**config.mk**
```make
export PLATFORM = sky130hd
export DESIGN_NAME = mtg_mul
export DESIGN_NICKNAME = d
export VERILOG_FILES = /design/src/hdl/mtg_pkg.sv /design/src/hdl/mtg_mul.sv
export SDC_FILE = /design/constraint.sdc
export NUM_CORES = 2
export LEC_CHECK = 0
export BUFFER_PORTS_ARGS = -buffer_cell sky130_fd_sc_hd__buf_2
export CORE_MARGIN = 2
export CORE_UTILIZATION = 40
export DETAILED_ROUTE_END_ITERATION = 10
export PLACE_DENSITY_LB_ADDON = 0.25
export SLEW_MARGIN = 20
export SYNTH_ARGS = -nofsm -noshare
export SYNTH_HDL_FRONTEND = slang
export SYNTH_SLANG_ARGS = --single-unit
```
**constraint.sdc**
```tcl
create_clock -name i_clk -period 9.8 [get_ports i_clk]
set_clock_uncertainty 0.15 [all_clocks]
set_input_delay 1.96 -clock i_clk [delete_from_list [all_inputs] [get_ports i_clk]]
set_output_delay 1.96 -clock i_clk [all_outputs]
set_load 0.05 [all_outputs]
```
**src/hdl/mtg_pkg.sv**
```systemverilog
// Shared types, constants and helper functions of the MT19937-64 generator.
`timescale 1ns / 1ps
package mtg_pkg;

    localparam int STATE_WORDS   = 312;
    localparam int MIDDLE_OFFSET = 156;
    localparam int SAW           = 9;

    localparam logic [SAW-1:0] IDX_LAST     = 9'd311;
    localparam logic [SAW-1:0] IDX_FULL     = 9'd312;
    localparam logic [SAW-1:0] IDX_UNSEEDED = 9'd313;
    localparam logic [SAW-1:0] IDX_MIDDLE   = 9'd156;

    localparam logic [63:0] SEED_MULT     = 64'd6364136223846793005;
    localparam logic [63:0] ARR_MULT1     = 64'd3935559000370003845;
    localparam logic [63:0] ARR_MULT2     = 64'd2862933555777941757;
    localparam logic [63:0] ARR_BASE_SEED = 64'd19650218;
    localparam logic [63:0] DEFAULT_SEED  = 64'd5489;
    localparam logic [63:0] TWIST_MATRIX  = 64'hB5026F5AA96619E9;
    localparam logic [63:0] TOP_BIT       = 64'h8000000000000000;
    localparam logic [63:0] TEMPER_D      = 64'h5555555555555555;
    localparam logic [63:0] TEMPER_B      = 64'h71D67FFFEDA60000;
    localparam logic [63:0] TEMPER_C      = 64'hFFF7EEE000000000;

    typedef enum logic [1:0] {
        FUNC_GEN  = 2'd0,
        FUNC_SEED = 2'd1,
        FUNC_KEY  = 2'd2,
        FUNC_NONE = 2'd3
    } t_func;

    typedef enum logic [1:0] {
        MODE_SEED  = 2'd0,
        MODE_ARRAY = 2'd1,
        MODE_GEN   = 2'd2
    } t_mode;

    typedef enum logic [4:0] {
        S_IDLE, S_LIN0, S_LIN_MUL, S_LIN_WR,
        S_A1_RD, S_A1_MUL, S_A1_WR, S_A1_WRAP,
        S_A2_RD, S_A2_MUL, S_A2_WR, S_A2_WRAP, S_A_FIN,
        S_T_RD0, S_T_RD1, S_T_RD2, S_T_WR,
        S_G_RD, S_G_OUT
    } t_state;

    typedef struct packed {
        logic        start;
        logic [63:0] a;
        logic [63:0] b;
    } t_mul_req;

    function automatic logic [63:0] fold62(input logic [63:0] p);
        return p ^ (p >> 62);
    endfunction

    function automatic logic [63:0] temper(input logic [63:0] v);
        logic [63:0] x;
        x = v;
        x = x ^ ((x >> 29) & TEMPER_D);
        x = x ^ ((x << 17) & TEMPER_B);
        x = x ^ ((x << 37) & TEMPER_C);
        x = x ^ (x >> 43);
        return x;
    endfunction

endpackage

```
**src/hdl/mtg_mul.sv**
```systemverilog
// 64x64 low-half multiplier built from one 32x32 multiplier used in turn.
`timescale 1ns / 1ps
module mtg_mul
    import mtg_pkg::*;
(
    input  logic        i_clk,
    input  logic        i_rst_n,
    input  t_mul_req    i_req,
    output logic        o_done,
    output logic [63:0] o_prod
);

    logic        r_busy;
    logic        r_done;
    logic [1:0]  r_ph;
    logic [63:0] r_a;
    logic [63:0] r_b;
    logic [63:0] r_acc;
    logic [31:0] mx;
    logic [31:0] my;
    logic [63:0] prod;

    // low x low, high x low, low x high; upper cross terms fall off the top
    always_comb begin
        case (r_ph)
            2'd1:    begin mx = r_a[63:32]; my = r_b[31:0];  end
            2'd2:    begin mx = r_a[31:0];  my = r_b[63:32]; end
            default: begin mx = r_a[31:0];  my = r_b[31:0];  end
        endcase
    end

    assign prod = {32'd0, mx} * {32'd0, my};

    always_ff @(posedge i_clk) begin
        if (!i_rst_n) begin
            r_busy <= 1'b0;
            r_done <= 1'b0;
            r_ph   <= 2'd0;
        end else begin
            r_done <= 1'b0;
            if (i_req.start) begin
                r_busy <= 1'b1;
                r_ph   <= 2'd0;
            end else if (r_busy) begin
                r_ph <= r_ph + 2'd1;
                if (r_ph == 2'd2) begin
                    r_busy <= 1'b0;
                    r_done <= 1'b1;
                end
            end
        end
    end

    always_ff @(posedge i_clk) begin
        if (i_req.start) begin
            r_a <= i_req.a;
            r_b <= i_req.b;
        end else if (r_busy) begin
            if (r_ph == 2'd0) begin
                r_acc <= prod;
            end else begin
                r_acc <= r_acc + {prod[31:0], 32'd0};
            end
        end
    end

    assign o_done = r_done;
    assign o_prod = r_acc;

endmodule

```
==> impl_metrics.tcl <==
set metrics [dict create \
    status "finished, final reports clean" \
    synth_cells 4300 \
    cts_tree "built" \
    clockBufferDepth 2 \
    synth_edf_count 192 \
    h-tree-depth 4 \
    ys_warn_count 0 \
    holdPathStages 2 \
    die_w_um 324.5 \
    fp.coreArea_sq_um 101900 \
    cp-start-kind "flip-flop" \
    final_nets 5836 \
    critPathLaunch "r_ph[0]" \
    clk_root_buffer_cell "clkbuf_16" \
    reg2reg_from "r_ph[0]" \
    hold_viol 0 \
    syn_area_sq_um 41080 \
    dr_total_vias 30995 \
    cts_sinks 196 \
    synth_top_cell_area_share_pct 43.71 \
    r2r_cells 30 \
    grt_pass1_vias 32781 \
    hpwlAfterDp_um 113700 \
    whs_ns 0.4059 \
    grt_first_pass_wirelength_um 205200 \
    area_growth_pct 11.66 \
    clk_pin_slew_ns 0.09 \
    yosysTopAreaCell "fa_1" \
    numCtsBuffers 17 \
    tightest_slew_ns 0.8887 \
    ys.flop_type "edfxtp_1" \
    yosysUniqueCellTypes 69 \
    worstPathMaxFanout 12 \
    synth_nets 5627 \
    gp_congestion 0.9541 \
    critical-path-max-stage-delay_ns 0.57 \
    synthArstFlopShare_pct 0 \
    die_y_um 324.5 \
    antenna_cells 0 \
    crit_required_ns 9.92 \
    synth_area_leaders "fa_1 (44%), edfxtp_1 (14%), ha_1 (9.1%)" \
    die-area_sq_um 105300 \
    pin_count 196 \
    post-route-min-period_ns 9.456 \
    end_kind "flip-flop" \
    setup_viol 0 \
    rows 117 \
    drc 0 \
    final_cell_area_sq_um 45870 \
    path_class "reg -> reg" \
    wirelength_um 135100 \
    arrival_ns 9.58 \
    vias_per_cell 5.262 \
    ys_ff_latch 196 \
    gr-total-overflow 0 \
    hp-start "r_ph[0]" \
    synth_common_cells "fa_1 (897), inv_1 (885), nand2_1 (718)" \
    ant_nets 0 \
    routed.top_layer "met5" \
    antenna_found_initial 2 \
    drt-met1-wl_um 55890 \
    placed_area_sq_um 44820 \
    ys_seq_area_share_pct 14.23 \
    track_usage_pct 26.15 \
    nFillCells 9964 \
    finalCritPeriodShare_pct 96.49 \
    wl_per_cell_um 22.94 \
    cp_slowest_cell "fa_1" \
    worst_slew_margin_rel_pct 39.58 \
    avgSynthCellArea_sq_um 9.553 \
    routed-wl-met3_um 11510 \
    clkLatencyLatePin_ns 0.51 \
    cp_common_cell "fa_1" \
    start_util_pct 40.32 \
    maxCapViolations 0 \
    drtIter0Drc 2658 \
    first_pass_iters 6 \
    grt_start_max_net_pins 63 \
    fmax_mhz 105.7 \
    hold_class "reg -> reg" \
    met2_length_um 62620 \
    slew_viol_final 0 \
    portBuffers 195 \
    drive_gt1_share_pct 12.43 \
    synth.most_common_cell "fa_1" \
]
repair_timing:
action | 4_1_cts | 5_1_grt
pin swaps | 0 | 2
setup endpoints to repair | 1 | 10
gates cloned | 0 | 2
resized for setup | 0 | 52
setup buffers | 6 | 5
hold buffers | 0 | 0
cells in the final DEF (no fill, tap or decap), types with 7 or more instances in the layout:
cell and n:
mux2_2 49, o21ai_0 42, edfxtp_1 192, a21oi_1 110, mux2_4 14, buf_4 171, buf_2 194, nand4_1 34
a21o_1 54, nor2b_1 8, ha_1 290, xor2_1 32, xnor2_1 48, nand3_1 12, a31oi_1 8, nor2_1 402
buf_12 26, mux2i_2 15, nor3_1 8, and2_1 51, mux2i_1 42, nand2b_1 13, o31ai_1 7, o21bai_1 21
nand2_1 718, clkbuf_16 19, fa_1 897, inv_1 885, o21a_1 10
cell families (layout without fill, tap and decap cells):
group	count (synthesis)	in the layout	synth area share [%]
buffers and inverters	1093	1315	10.02
XOR/XNOR	85	85	1.812
AO/OA/AOI/OAI	325	325	5.227
AND/OR/NAND/NOR	1278	1278	12.60
adder cells (fa/ha/maj)	1196	1196	52.82
multiplexers	127	127	3.290
flip-flops	196	196	14.23
flip-flops by register name, summed over array words and instances (netlist names):
| register | cells |
|---|---|
| r_a | 64 |
| r_b | 64 |
| r_ph | 2 |
| r_busy | 1 |
| o_done | 1 |
| o_prod | 64 |
worst max-delay path: cells and delay by family, from the launching register on:
kind                       cells  cell delay [ns]
and+or+nand+nor                3             0.51
buffers and inverters          5             0.67
AOI/OAI and AO/OA              8             1.50
DFF                            1             0.38
xor gates and xnor gates       1             0.15
adders and majority gates     11             4.97
muxes                          2             0.82
area by class of cell:
type                            count  area (sq um)  area share (%)
Clock inverter                     15         222.7          0.4855
Clock buffer                       17         425.4          0.9274
Multi-Input combinational cell   3011         31440           68.55
Inverter                          885          3322           7.242
Timing Repair Buffer              398          2898           6.318
Tap cell                         1368          1712           3.732
Sequential cell                   196          5847           12.75
path summary, 6_finish.rpt:
kind                              endpoint  slack, ns
worst max-delay path            o_prod[61]       0.34
worst min register to register     r_ph[0]       0.41
worst min-delay path               r_ph[0]       0.41
worst max register to register  o_prod[61]       0.34
per-layer routing:
layer | up-vias | track usage, %
met4 | 2 | 9.108
met1 | 16044 | 35.84
met5 | - | 0
met2 | 1284 | 41.59
li1 | 13448 | -
met3 | 217 | 4.983
stage by stage:
| stage | util, % | worst slack (ns) | std cells | setup TNS [ns] |
|---|---|---|---|---|
| 2_1_floorplan | - | 0.1083 | 4300 | 0 |
| 3_3_place_gp | 43.99 | 0.1190 | 5845 | 0 |
| 3_5_place_dp | 43.99 | 0.009640 | 5845 | 0 |
| 4_1_cts | 44.70 | 0.05112 | 5883 | 0 |
| 5_1_grt | 45.02 | -0.03177 | 5890 | -0.04681 |
| 6_report | 45.02 | 0.3436 | 5890 | 0 |
Power is left out: the tool's default activity adds up to more than one toggle a clock period on the data nets, which glitch-free logic cannot reach.
